--- src/rtl/csm_pkg.sv ---
// ---------------------------------------------------------------------------
// csm_pkg: shared types and constants for the clock set menu controller
// Event and mode codes, value limits, and the words carried on the channels.
// ---------------------------------------------------------------------------
package csm_pkg;

    // Event codes carried in the op field
    typedef enum logic [2:0] {
        OP_NONE  = 3'd0,
        OP_RIGHT = 3'd1,
        OP_LEFT  = 3'd2,
        OP_UP    = 3'd3,
        OP_HOLD  = 3'd4
    } op_t;

    // Menu modes
    typedef enum logic [2:0] {
        MODE_NORMAL = 3'd0,
        MODE_HOUR   = 3'd1,
        MODE_MINUTE = 3'd2,
        MODE_MAX    = 3'd3,
        MODE_MIN    = 3'd4
    } mode_t;

    localparam int unsigned STEP_W = 7;

    localparam logic [7:0]        HOUR_TOP   = 8'd11;
    localparam logic [7:0]        MINUTE_TOP = 8'd59;
    localparam logic [7:0]        BRIGHT_TOP = 8'd255;
    localparam logic [STEP_W-1:0] STEP_RESET = 7'd8;

    // One button event with the values sampled alongside it
    typedef struct packed {
        logic [2:0] op;
        logic [3:0] clock_hour;
        logic [5:0] clock_minute;
        logic [7:0] bright_max_now;
        logic [7:0] bright_min_now;
    } in_word_t;

    // One result per event
    typedef struct packed {
        logic [2:0] mode;
        logic [7:0] cursor;
        logic       face_next;
        logic       face_prev;
        logic       time_write;
        logic [3:0] new_hour;
        logic [5:0] new_minute;
        logic       max_write;
        logic       min_write;
        logic [7:0] limit_value;
        logic       save_limits;
    } out_word_t;

    // Menu state held between events
    typedef struct packed {
        mode_t      mode;
        logic [7:0] edit_value;
        logic [3:0] held_hour;
        logic [5:0] held_minute;
    } state_t;

endpackage

--- src/rtl/csm_chan_if.sv ---
// ---------------------------------------------------------------------------
// csm_chan_if: valid/ready channel
// Carries one payload word per handshake; the source drives valid and payload.
// ---------------------------------------------------------------------------
interface csm_chan_if #(
    parameter type payload_t = logic
);
    logic     valid;
    logic     ready;
    payload_t payload;

    modport source (output valid, output payload, input ready);
    modport sink   (input valid, input payload, output ready);
endinterface

--- src/rtl/csm_step.sv ---
// ---------------------------------------------------------------------------
// csm_step: menu update for one event
// Computes the next menu state and the result word from the current state, the event word and the brightness step.
// ---------------------------------------------------------------------------
module csm_step (
    input  csm_pkg::state_t                st,
    input  csm_pkg::in_word_t              evt_word,
    input  logic [csm_pkg::STEP_W-1:0]     step,
    output csm_pkg::state_t                st_next,
    output csm_pkg::out_word_t             res_word
);

    // Step up with wrap to zero past the top
    function automatic logic [7:0] wrap_up(input logic [7:0] v, input logic [7:0] top);
        begin
            wrap_up = (v >= top) ? 8'd0 : v + 8'd1;
        end
    endfunction

    // Step down with wrap to the top below zero
    function automatic logic [7:0] wrap_down(input logic [7:0] v, input logic [7:0] top);
        begin
            wrap_down = (v == 8'd0 || v > top) ? top : v - 8'd1;
        end
    endfunction

    // Add with saturation at full scale
    function automatic logic [7:0] sat_add(input logic [7:0] v,
                                           input logic [csm_pkg::STEP_W-1:0] d);
        logic [8:0] sum;
        begin
            sum = {1'b0, v} + {2'b00, d};
            sat_add = (sum > {1'b0, csm_pkg::BRIGHT_TOP}) ? csm_pkg::BRIGHT_TOP : sum[7:0];
        end
    endfunction

    // Subtract with saturation at zero
    function automatic logic [7:0] sat_sub(input logic [7:0] v,
                                           input logic [csm_pkg::STEP_W-1:0] d);
        logic [7:0] d8;
        begin
            d8 = {1'b0, d};
            sat_sub = (d8 >= v) ? 8'd0 : v - d8;
        end
    endfunction

    logic [3:0] hour_clamped;
    logic [5:0] minute_clamped;
    logic [7:0] bright_stepped;
    logic       is_step;

    // Clamp the sampled time into range and step the brightness value
    always_comb
    begin
        hour_clamped   = ({4'd0, evt_word.clock_hour} > csm_pkg::HOUR_TOP)
                         ? csm_pkg::HOUR_TOP[3:0] : evt_word.clock_hour;
        minute_clamped = ({2'd0, evt_word.clock_minute} > csm_pkg::MINUTE_TOP)
                         ? csm_pkg::MINUTE_TOP[5:0] : evt_word.clock_minute;
        is_step        = (evt_word.op == csm_pkg::OP_RIGHT) || (evt_word.op == csm_pkg::OP_LEFT);
        bright_stepped = (evt_word.op == csm_pkg::OP_RIGHT) ? sat_add(st.edit_value, step)
                                                            : sat_sub(st.edit_value, step);
    end

    // Advance the menu for this event
    always_comb
    begin
        st_next  = st;
        res_word = '0;

        unique case (st.mode)
            csm_pkg::MODE_HOUR:
            begin
                unique case (evt_word.op)
                    csm_pkg::OP_RIGHT: st_next.edit_value = wrap_up(st.edit_value,
                                                                    csm_pkg::HOUR_TOP);
                    csm_pkg::OP_LEFT:  st_next.edit_value = wrap_down(st.edit_value,
                                                                      csm_pkg::HOUR_TOP);
                    csm_pkg::OP_UP:
                    begin
                        st_next.held_hour  = st.edit_value[3:0];
                        st_next.edit_value = {2'b00, st.held_minute};
                        st_next.mode       = csm_pkg::MODE_MINUTE;
                    end
                    csm_pkg::OP_HOLD:
                    begin
                        st_next.edit_value = evt_word.bright_max_now;
                        st_next.mode       = csm_pkg::MODE_MAX;
                    end
                    default: ;
                endcase
            end
            csm_pkg::MODE_MINUTE:
            begin
                unique case (evt_word.op)
                    csm_pkg::OP_RIGHT: st_next.edit_value = wrap_up(st.edit_value,
                                                                    csm_pkg::MINUTE_TOP);
                    csm_pkg::OP_LEFT:  st_next.edit_value = wrap_down(st.edit_value,
                                                                      csm_pkg::MINUTE_TOP);
                    csm_pkg::OP_UP:
                    begin
                        st_next.held_minute = st.edit_value[5:0];
                        st_next.mode        = csm_pkg::MODE_NORMAL;
                        res_word.time_write = 1'b1;
                        res_word.new_hour   = st.held_hour;
                        res_word.new_minute = st.edit_value[5:0];
                    end
                    default: ;
                endcase
            end
            csm_pkg::MODE_MAX,
            csm_pkg::MODE_MIN:
            begin
                if (is_step)
                begin
                    st_next.edit_value   = bright_stepped;
                    res_word.limit_value = bright_stepped;
                    res_word.max_write   = (st.mode == csm_pkg::MODE_MAX);
                    res_word.min_write   = (st.mode == csm_pkg::MODE_MIN);
                end
                else if (evt_word.op == csm_pkg::OP_UP)
                begin
                    if (st.mode == csm_pkg::MODE_MAX)
                    begin
                        st_next.edit_value = evt_word.bright_min_now;
                        st_next.mode       = csm_pkg::MODE_MIN;
                    end
                    else
                    begin
                        st_next.edit_value = evt_word.bright_max_now;
                        st_next.mode       = csm_pkg::MODE_MAX;
                    end
                end
                else if (evt_word.op == csm_pkg::OP_HOLD)
                begin
                    res_word.save_limits = 1'b1;
                    st_next.mode         = csm_pkg::MODE_NORMAL;
                end
            end
            default:
            begin
                st_next.mode = csm_pkg::MODE_NORMAL;
                unique case (evt_word.op)
                    csm_pkg::OP_RIGHT: res_word.face_next = 1'b1;
                    csm_pkg::OP_LEFT:  res_word.face_prev = 1'b1;
                    csm_pkg::OP_HOLD:
                    begin
                        st_next.held_hour   = hour_clamped;
                        st_next.held_minute = minute_clamped;
                        st_next.edit_value  = {4'd0, hour_clamped};
                        st_next.mode        = csm_pkg::MODE_HOUR;
                    end
                    default: ;
                endcase
            end
        endcase

        // Report the mode after the event; cursor reads zero in normal mode
        res_word.mode   = st_next.mode;
        res_word.cursor = (st_next.mode == csm_pkg::MODE_NORMAL) ? 8'd0 : st_next.edit_value;
    end

endmodule

--- src/rtl/clock_set_menu_fsm_core.sv ---
// ---------------------------------------------------------------------------
// clock_set_menu_fsm_core: five-mode menu controller for a 12-hour clock
// Takes button event words and returns one result word per event.
// ---------------------------------------------------------------------------
// Latency: a result word is valid in the cycle after its event word is taken.
// Throughput: one event word per cycle unless the result channel stalls; the
// output register is refilled in the same cycle that its word is taken downstream.
// Reset: menu returns to normal mode with zeroed cursor and held time, the
// output register empties, and the brightness step returns to 8.
// ---------------------------------------------------------------------------
module clock_set_menu_fsm_core (
    input  logic                           clk,
    input  logic                           rst_n,
    input  logic                           cfg_we,
    input  logic [csm_pkg::STEP_W-1:0]     cfg_wdata,
    csm_chan_if.sink                       evt,
    csm_chan_if.source                     res
);

    csm_pkg::state_t                state_reg;
    csm_pkg::state_t                state_next;
    csm_pkg::out_word_t             res_word_reg;
    csm_pkg::out_word_t             res_word_next;
    logic                           res_valid_reg;
    logic [csm_pkg::STEP_W-1:0]     step_reg;
    logic                           evt_take;

    // Take a new word whenever the output register is free or draining
    assign evt.ready = !res_valid_reg || res.ready;
    assign evt_take  = evt.valid && evt.ready;

    csm_step u_step (
        .st       (state_reg),
        .evt_word (evt.payload),
        .step     (step_reg),
        .st_next  (state_next),
        .res_word (res_word_next)
    );

    // Hold the brightness step
    always_ff @(posedge clk or negedge rst_n)
    begin
        if (!rst_n)
            step_reg <= csm_pkg::STEP_RESET;
        else if (cfg_we)
            step_reg <= cfg_wdata;
    end

    // Advance the menu state on each taken word
    always_ff @(posedge clk or negedge rst_n)
    begin
        if (!rst_n)
        begin
            state_reg.mode        <= csm_pkg::MODE_NORMAL;
            state_reg.edit_value  <= '0;
            state_reg.held_hour   <= '0;
            state_reg.held_minute <= '0;
        end
        else if (evt_take)
            state_reg <= state_next;
    end

    // Output register valid flag
    always_ff @(posedge clk or negedge rst_n)
    begin
        if (!rst_n)
            res_valid_reg <= 1'b0;
        else if (evt_take)
            res_valid_reg <= 1'b1;
        else if (res.ready)
            res_valid_reg <= 1'b0;
    end

    // Load the result word
    always_ff @(posedge clk)
    begin
        if (evt_take)
            res_word_reg <= res_word_next;
    end

    assign res.valid   = res_valid_reg;
    assign res.payload = res_word_reg;

    // A taken word always shows up at the output next cycle
    a_take_gives_result: assert property (@(posedge clk) disable iff (!rst_n)
        evt_take |=> res.valid)
        else $error("taken event word gave no result");

    // No more than one strobe per result
    a_one_strobe: assert property (@(posedge clk) disable iff (!rst_n)
        res.valid |-> $onehot0({res.payload.face_next, res.payload.face_prev,
                                res.payload.time_write, res.payload.max_write,
                                res.payload.min_write, res.payload.save_limits}))
        else $error("more than one strobe in a result");

    // A time write or a save always lands back in normal mode
    a_exit_to_normal: assert property (@(posedge clk) disable iff (!rst_n)
        res.valid && (res.payload.time_write || res.payload.save_limits)
        |-> (res.payload.mode == csm_pkg::MODE_NORMAL) && (state_reg.mode == csm_pkg::MODE_NORMAL))
        else $error("exit strobe without return to normal mode");

    // The reported mode tracks the menu state
    a_mode_tracks: assert property (@(posedge clk) disable iff (!rst_n)
        res.valid |-> (res.payload.mode == state_reg.mode))
        else $error("reported mode differs from menu state");

endmodule

--- src/flat_wrapper.sv ---
// flat-port wrapper written by rule: the top's interface ports become plain ports
module clock_set_menu_fsm_core_flat import csm_pkg::*;
  (clk, rst_n, cfg_we, cfg_wdata, evt_valid, evt_payload, evt_ready, res_valid, res_payload, res_ready);
  csm_chan_if #(.payload_t(in_word_t)) evt_i ();
  csm_chan_if #(.payload_t(out_word_t)) res_i ();
  input  logic clk;
  input  logic rst_n;
  input  logic cfg_we;
  input  logic [csm_pkg::STEP_W-1:0] cfg_wdata;
  input wire logic [$bits(evt_i.valid)-1:0] evt_valid;
  input wire logic [$bits(evt_i.payload)-1:0] evt_payload;
  output wire logic [$bits(evt_i.ready)-1:0] evt_ready;
  output wire logic [$bits(res_i.valid)-1:0] res_valid;
  output wire logic [$bits(res_i.payload)-1:0] res_payload;
  input wire logic [$bits(res_i.ready)-1:0] res_ready;
  assign evt_i.valid = evt_valid;
  assign evt_i.payload = evt_payload;
  assign evt_ready = evt_i.ready;
  assign res_valid = res_i.valid;
  assign res_payload = res_i.payload;
  assign res_i.ready = res_ready;
  clock_set_menu_fsm_core u_core (.clk(clk), .rst_n(rst_n), .cfg_we(cfg_we), .cfg_wdata(cfg_wdata), .evt(evt_i), .res(res_i));
endmodule
--- config.mk ---
export PLATFORM = sky130hd
export DESIGN_NAME = clock_set_menu_fsm_core_flat
export DESIGN_NICKNAME = d
export VERILOG_FILES = /design/src/rtl/csm_pkg.sv /design/src/rtl/csm_chan_if.sv /design/src/rtl/csm_step.sv /design/src/rtl/clock_set_menu_fsm_core.sv /design/src/flat_wrapper.sv
export SDC_FILE = /design/constraint.sdc
export NUM_CORES = 1
export LEC_CHECK = 0
export ABC_CLOCK_PERIOD_IN_PS = 4990
export BUFFER_PORTS_ARGS = -buffer_cell sky130_fd_sc_hd__buf_2
export CAP_MARGIN = 20
export CORE_MARGIN = 3
export CORE_UTILIZATION = 25
export CTS_BUF_LIST = sky130_fd_sc_hd__clkbuf_2 sky130_fd_sc_hd__clkbuf_4 sky130_fd_sc_hd__clkbuf_8
export CTS_CLUSTER_SIZE = 8
export DETAILED_ROUTE_END_ITERATION = 7
export PLACE_DENSITY_LB_ADDON = 0.25
export SYNTH_ARGS = -nofsm -noshare
export SYNTH_HDL_FRONTEND = slang
export SYNTH_SLANG_ARGS = --single-unit
export TNS_END_PERCENT = 1
--- constraint.sdc ---
create_clock -name clk -period 4.99 [get_ports clk]
set_input_delay 0 -clock clk [delete_from_list [all_inputs] [get_ports clk]]
set_output_delay 0 -clock clk [all_outputs]
set_load 0.02 [all_outputs]
==> results by group, run 1 <==
Routing
  • Total wire length: roughly 16000 um
  • DR WL/cell: approximately 19 um
  • Routed vias: 4708
  • DR DRC count: 0
  • DRT Pass-1 Iters: 5
  • Initial DRC Count: 368
  • DRT antenna net count: 0
  • Post-DR vias/cell: between 5 and 6

Global route
  • Grt total ovfl: 0
  • First-pass GRT wire length: 25300 um
  • Largest net degree at the start of global routing: 30
  • Number of global-route vias before repair: 4479
  • Initial antenna violation count: 0
  • Gr usage total: 15.7%

Placed design
  • Hpwl dp: 11900 um
  • IO buf count: 77
  • GPL Wtd Cong: 0.898

Floorplan
  • Core Region: 18800 um^2
  • Initial core utilization: 25.6%
  • IO Pins: 78
  • Die area: about 21000 um^2
  • Die Y-Extent: 145 um
  • Row cnt: 50
  • Die width: 145 um

Power
  • PD cells: 471 nW/um^2
  • Leak Pwr: 2.33 nW
  • Clock share of power: around a fifth
  • P_int: 1.53 mW
  • VDD IR max: between 0.1 and 0.15 mV
  • Sw power: 1.23 mW
  • Sequential Power Share: 32.5%
  • Sw frac: between 40 and 50%
  • Combinational power share: 47.5%

Setup path
  • Slowest cell on crit path: dfrtp_1
  • CP Cell Sequence: ha_1, o21ai_0, nand2b_1, a2111oi_0, a311o_4, a211oi_2, a311oi_1, nor2_1
  • R2R cell count: 8
  • Startpoint Class: flop
  • CP peak stage delay: 850 ps
  • WS Path Type: flop to flop
  • Worst setup startpoint: u_core.state_reg[14]$_DFFE_PN0P_
  • CP max FO: 18
  • CP endpoint kind: flop
  • Worst setup path endpoint: u_core.res.payload[30]$_SDFFCE_PN0P_
  • Crit path DAT: 3400 ps
  • Worst reg2reg startpoint: u_core.state_reg[14]$_DFFE_PN0P_
  • Reg2reg setup slack: 1690 ps
  • Critical Path RT: 5080 ps
  • R2R Path End: u_core.res.payload[30]$_SDFFCE_PN0P_

Timing
  • Worst slew margin: 38.5%
  • Final setup vio count: 0
  • RSZ-0062 raised after global routing: false
  • Setup TNS: 0 ps
  • Max Clock Freq: roughly 300 MHz
  • Count of final hold-check violations: 0
  • Slew @ Worst Pin: 919 ps
  • Min Tclk post-route: roughly 3300 ps
  • Final Cycle Share: 66.2%
  • Slew Limit Fails: 0
  • Hold_ws: 24.5 ps
  • Clock skew: 11.8 ps

Synth
  • Synth Flop Type: edfxtp_1
  • Sequential-to-total area share from yosys stat: 37.0%
  • Area leader, netlist: edfxtp_1
  • Mapped Nets: 613
  • Top cells by area, synth: edfxtp_1, dfrtp_1, a21oi_1, nor2_1, nand2_1
  • Syn Inst Count: 554
  • Number of synthesized flops with an enable pin: 35
  • Synth cell types: 77
  • Syn_area_per_cell: around 8.7 um^2
  • Cell area after synthesis: 4810 um^2
  • Top cell type's share of synthesized area: a little over a fifth
  • Number of synthesized register bits: 64
  • Syn. warnings: 0
  • FFs w/ async S/R, synth: 45.3%

Flow run
  • Maximum Capacitance Violations: 0

Final layout
  • Share of layout cells above drive strength 1: 21.4%
  • Fin nets: slightly below 700
  • Antenna cell count: 0
  • Area Overhead vs Synth: 21.9%
  • Max FFs per register: 35
  • Layout filler cell count: 1978

Clock network
  • CTS tree: built
  • Postcts setup bufs: 0
  • Clock-pin slew on the worst setup and hold paths: around 70 ps
  • CTS Sinks: 64
  • Deepest level of the CTS H-tree: 3
  • TritonCTS Buffers: 9
  • Insertion delay to the later sink of the worst-skew pair: approximately 370 ps
  • Root Driver: clkbuf_8
  • Clock Path Buffers: 2

Min path
  • Hold Crit Class: input pin to flop

Outcome
  • Status: finished clean
-- kinds of logic after synthesis --
family                   Yosys count  synth area share (%)
AND/OR/NAND/NOR                  204                  21.6
AO/OA/AOI/OAI                    183                  26.2
flip-flops                        64                  37.0
buffers and inverters             61                  5.21
adder cells (fa/ha/maj)           18                  5.00
multiplexers                      15                  3.36
XOR/XNOR                           9                  1.64
-- metal layers --
metal | global-route usage (%) | vias to the layer above | wire length (um)
li1 | - | 2234 | -
met1 | 22.5 | 2282 | 7470
met2 | 24.1 | 159 | 7550
met3 | 2.43 | 33 | 981
met4 | 5.89 | 0 | 430
met5 | 0 | - | 0
-- worst min-delay path by stage --
stage | start | end | slack [ps] | cells after the start
floorplan | rst_n | u_core.res.valid$_DFFE_PN0P_ | -300 | 0
CTS | evt_payload[14] | u_core.res.payload[30]$_SDFFCE_PN0P_ | 9 | 3
global route | evt_payload[14] | u_core.state_reg[16]$_DFFE_PN0P_ | 30 | 3
global placement | rst_n | u_core.state_reg[20]$_DFFE_PN0P_ | 120 | 1
finish | evt_payload[14] | u_core.res.payload[30]$_SDFFCE_PN0P_ | 20 | 3
detailed placement | rst_n | u_core.state_reg[20]$_DFFE_PN0P_ | 130 | 1
-- cell usage in the layout, fill, tap and decap left out, types with 16 or more instances in the layout --
master | Yosys | layout
nor2_1 | 55 | 55
ha_1 | 16 | 16
buf_2 | 13 | 77
edfxtp_1 | 35 | 35
a21oi_1 | 50 | 50
dlygate4sd3_1 | 0 | 26
o21ai_0 | 35 | 35
dfrtp_1 | 28 | 28
nor3_1 | 18 | 18
nand2_1 | 54 | 54
inv_1 | 22 | 21
-- synthesized netlist by cell type, types with 3 or more instances --
master,instances
nor2_1,55
nand2_1,54
a21oi_1,50
edfxtp_1,35
o21ai_0,35
dfrtp_1,28
inv_1,22
clkbuf_1,19
nor3_1,18
ha_1,16
buf_2,13
a211oi_1,11
and3_1,11
nand2b_1,11
nand3_1,10
a22oi_1,9
mux2_2,9
a31oi_1,7
xnor2_1,7
a211o_1,6
mux2i_1,6
nand4_1,6
o22ai_1,6
or3_1,6
a21o_1,5
buf_1,5
o211ai_1,5
o31ai_1,5
and2_1,4
nor3b_1,4
o221ai_1,4
a221oi_1,3
a311oi_1,3
a32oi_1,3
nor2b_1,3
nor3b_2,3
nor4_1,3
or2_2,3
-- metrics by stage --
step / cells / total power [mW] / utilization, % / cell area [um^2] / setup slack, ps
after floorplan: 554 / 1.80 / - / 4810 / 2300
after global placement: 829 / 2.17 / 28.4 / 5340 / 1730
after detailed placement: 829 / 2.18 / 28.4 / 5340 / 1720
after CTS: 871 / 2.76 / 31.1 / 5840 / 1700
after global routing: 873 / 2.95 / 31.2 / 5860 / 1470
final: 873 / 2.76 / 31.2 / 5860 / 1690
-- power groups by stage --
stage	clock [mW]	combinational, mW	sequential [mW]
after global routing	0.589	1.44	0.918
after floorplan	0	0.992	0.804
after global placement	0	1.27	0.898
after detailed placement	0	1.27	0.903
after CTS	0.568	1.30	0.893
final	0.553	1.31	0.896
-- worst max-delay path: cells and delay by family, from the launching register on --
kind                       cells  cell delay (ps)
adders and majority gates      1              470
AOI/OAI and AO/OA              5             1560
and+or+nand+nor                2              140
DFF                            1              850
-- what timing repair did --
item | 4_1_cts | 5_1_grt
hold buffers | 26 | 0
resized for setup | 0 | 0
hold endpoints to repair | 40 | 0
-- area by class of cell --
cell class	count	area, um^2	share of cell area [%]
well taps	234	293	5.00
inverters	22	82.6	1.41
repair buffers	108	691	11.8
multi-input cells	429	2780	47.4
clock inverters	6	108	1.84
flip-flops and latches	64	1780	30.3
clock buffers	10	131	2.24
Power figures use the tool's default switching activity.
==> inputs of run 2 (changes only) <==
--- a/config.mk
+++ b/config.mk
@@ -5,7 +5,8 @@
 export SDC_FILE = /design/constraint.sdc
 export NUM_CORES = 1
 export LEC_CHECK = 0
-export ABC_CLOCK_PERIOD_IN_PS = 4990
+export ABC_AREA = 1
+export ABC_CLOCK_PERIOD_IN_PS = 3420
 export BUFFER_PORTS_ARGS = -buffer_cell sky130_fd_sc_hd__buf_2
 export CAP_MARGIN = 20
 export CORE_MARGIN = 3
==> constraint.sdc (replaced) <==
create_clock -name clk -period 3.42 [get_ports clk]
set_input_delay 0 -clock clk [delete_from_list [all_inputs] [get_ports clk]]
set_output_delay 0 -clock clk [all_outputs]
set_load 0.02 [all_outputs]
==> results by group, run 2 <==
Timing
  • Hold_ws: 54.5 ps
  • Slew @ Worst Pin: 778 ps
  • Setup TNS: 0 ps
  • Slew Limit Fails: 0
  • Final Cycle Share: roughly 83%
  • Min Tclk post-route: 2830 ps
  • Worst slew margin: 48.1%
  • Max Clock Freq: 353 MHz
  • Clock skew: 12.2 ps
  • Final setup vio count: 0
  • Count of final hold-check violations: 0
  • RSZ-0062 raised after global routing: false

Setup path
  • CP max FO: 13
  • Slowest cell on crit path: dfrtp_1
  • CP endpoint kind: flop
  • R2R Path End: u_core.res.payload[29]$_SDFFCE_PN0P_
  • Startpoint Class: flop
  • Crit path DAT: 2950 ps
  • CP peak stage delay: 530 ps
  • Worst reg2reg startpoint: u_core.state_reg[10]$_DFFE_PN0P_
  • WS Path Type: flop to flop
  • Critical Path RT: 3540 ps
  • R2R cell count: 13
  • CP Cell Sequence: inv_1, ha_1, inv_1, fa_1, nand3_1, nand3_1, nand2_1, nand2_1, nand2_1, a21oi_4, nand3_1, nand4_1, and2_1
  • Bufs and invs on worst path: 2
  • Reg2reg setup slack: 590 ps
  • CP delay by family, top: simple AND/OR/NAND/NOR gates

Routing
  • DRT Pass-1 Iters: 5
  • DR WL/cell: 15.3 um
  • DR DRC count: 0
  • Total wire length: approximately 16000 um
  • Initial DRC Count: 373
  • Post-DR vias/cell: 4.57
  • Routed vias: 4857
  • DRT antenna net count: 0

Clock network
  • CTS tree: built
  • Insertion delay to the later sink of the worst-skew pair: ~370 ps
  • Root Driver: clkbuf_8
  • CTS Sinks: 64
  • Deepest level of the CTS H-tree: 3
  • Clock Path Buffers: 2
  • TritonCTS Buffers: 9
  • Clock-pin slew on the worst setup and hold paths: 80 ps
  • CTS resizes: 0

Synth
  • Simple-gate portion of the synthesized area: 37.3%
  • Top cells by area, synth: edfxtp_1, nand2_1, dfrtp_1, nand3_1, inv_1
  • Syn_area_per_cell: 7.05 um^2
  • Fraction of the mapped netlist area in compound gates: about a tenth
  • Syn. warnings: 0
  • Adder-Cell Fraction of Synth Area: 4.87%
  • Area leader, netlist: edfxtp_1
  • Syn Inst Count: 700
  • Largest family of logic cells by synthesized area: simple AND/OR/NAND/NOR gates
  • Number of synthesized register bits: 64
  • Number of synthesized flops with an enable pin: 35
  • Top cell type's share of synthesized area: 21.3%
  • Synth cell types: 42
  • Synth top cells by count: nand2_1, inv_1, nor2_1
  • Area share of xor/xnor cells in the synthesized design: 1.42%
  • Synth Flop Type: edfxtp_1
  • FFs w/ async S/R, synth: 45.3%
  • Cell area after synthesis: 4930 um^2
  • Sequential-to-total area share from yosys stat: 36.0%
  • Mux contribution to synthesized area: 0.228%
  • Most common cell in the netlist: nand2_1
  • Mapped Nets: 759

Final layout
  • Commonest non-fill, non-tap cell in the layout: nand2_1
  • Area Overhead vs Synth: 21.6%
  • Antenna cell count: 0
  • Max FFs per register: 35
  • Fin nets: roughly 860
  • Most frequent cells in the layout: nand2_1, inv_1, nor2_1
  • Share of layout cells above drive strength 1: 17.8%
  • Layout Utilization: between 30% and 40%

Floorplan
  • Die area: 21500 um^2
  • Die Y-Extent: 146 um
  • IO Pins: between 70 and 80
  • Row cnt: 50
  • Core Region: 19000 um^2
  • Die width: 146 um
  • Initial core utilization: 25.9%

Min path
  • Hold Crit Class: input pin to flop
  • Min-delay src: cfg_we
  • Hold path cells: 2
  • Worst Hold End: u_core.step_reg[0]$_DFFE_PN0P_

Placed design
  • GPL Wtd Cong: ~0.93
  • Hpwl dp: 12600 um
  • IO buf count: 77

Global route
  • Gr usage total: 15.3%
  • Grt total ovfl: 0
  • First-pass GRT wire length: 25700 um
  • Initial antenna violation count: 1
  • Largest net degree at the start of global routing: 34
  • Number of global-route vias before repair: 4634

Outcome
  • Status: finished clean

Flow run
  • Maximum Capacitance Violations: 0

Power
  • PD cells: 718 nW/um^2
  • VDD IR max: between 0.15 and 0.2 mV
  • Leak Pwr: 2.98 nW
==> run 2: changes by cell type after synthesis, moves of 12 or more <==
cell      change
nand2_1     +154
nand3_1      +62
inv_1        +61
nor2_1       +25
a21oi_1      -24
clkbuf_1     -16
nor3_1       -15
nand4_1      +13
inv_2        +12
==> run 2: repair_timing <==
action / in CTS / in global routing
buffers inserted: 0 / 0
hold buffers: 24 / 0
hold endpoints to repair: 40 / 0
endpoints found under the setup margin: 0 / 0
==> run 2: per-stage QoR <==
step,area [um^2],worst slack (ps),instances,power (mW)
2_1_floorplan,4930,705,700,2.87
3_3_place_gp,5560,760,1022,3.60
3_5_place_dp,5560,631,1022,3.59
4_1_cts,6000,614,1062,4.31
5_1_grt,6000,388,1062,4.67
6_report,6000,589,1062,4.31
==> run 2: final cells by class <==
type,instances,area (um^2)
clock buffers,12,153
clock inverters,4,45.0
fillers,2139,13000
inverters,95,357
multi-input cells,517,2650
flip-flops and latches,64,1780
well taps,260,325
repair buffers,110,693
==> run 2: power by group <==
group	total [mW]	internal [mW]	switching [mW]
Clock	0.681	0.369	0.312
Sequential	1.15	0.998	0.149
Combinational	2.48	0.760	1.72
==> run 2: logic make-up after synthesis <==
family          count (synthesis)
compound gates                 81
xor+xnor                        8
fa+ha+maj                      18
buf+inv                       119
flops                          64
mux                             1
simple gates                  409
==> run 2: routing by layer <==
metal  track usage, %  routed length [um]  vias up
met5                0                   7        -
met4             5.27                 325        2
met2             23.7                7150      138
met3             2.82                1010       23
li1                 -                   -     2469
met1             21.4                7780     2225
==> run 2: worst max-delay path by stage <==
| stage | start | to | slack (ps) | depth (start not counted) |
|---|---|---|---|---|
| global route | u_core.state_reg[10]$_DFFE_PN0P_ | u_core.res.payload[29]$_SDFFCE_PN0P_ | 390 | 13 |
| finish | u_core.state_reg[10]$_DFFE_PN0P_ | u_core.res.payload[29]$_SDFFCE_PN0P_ | 590 | 13 |
| CTS | u_core.state_reg[10]$_DFFE_PN0P_ | u_core.res.payload[29]$_SDFFCE_PN0P_ | 610 | 13 |
| floorplan | u_core.res.valid$_DFFE_PN0P_ | u_core.res.payload[0]$_SDFFCE_PP0P_ | 710 | 4 |
| global placement | u_core.state_reg[10]$_DFFE_PN0P_ | u_core.res.payload[29]$_SDFFCE_PN0P_ | 760 | 13 |
| detailed placement | u_core.state_reg[10]$_DFFE_PN0P_ | u_core.res.payload[29]$_SDFFCE_PN0P_ | 630 | 13 |
==> run 2: worst reg2reg max path: stages, from the launching register on <==
cell and delay [ps]:
dfrtp_1 530, inv_1 410, ha_1 230, inv_1 70, fa_1 440, nand3_1 110
nand3_1 120, nand2_1 80, nand2_1 60, nand2_1 100, a21oi_4 80, nand3_1 100
nand4_1 100, and2_1 160
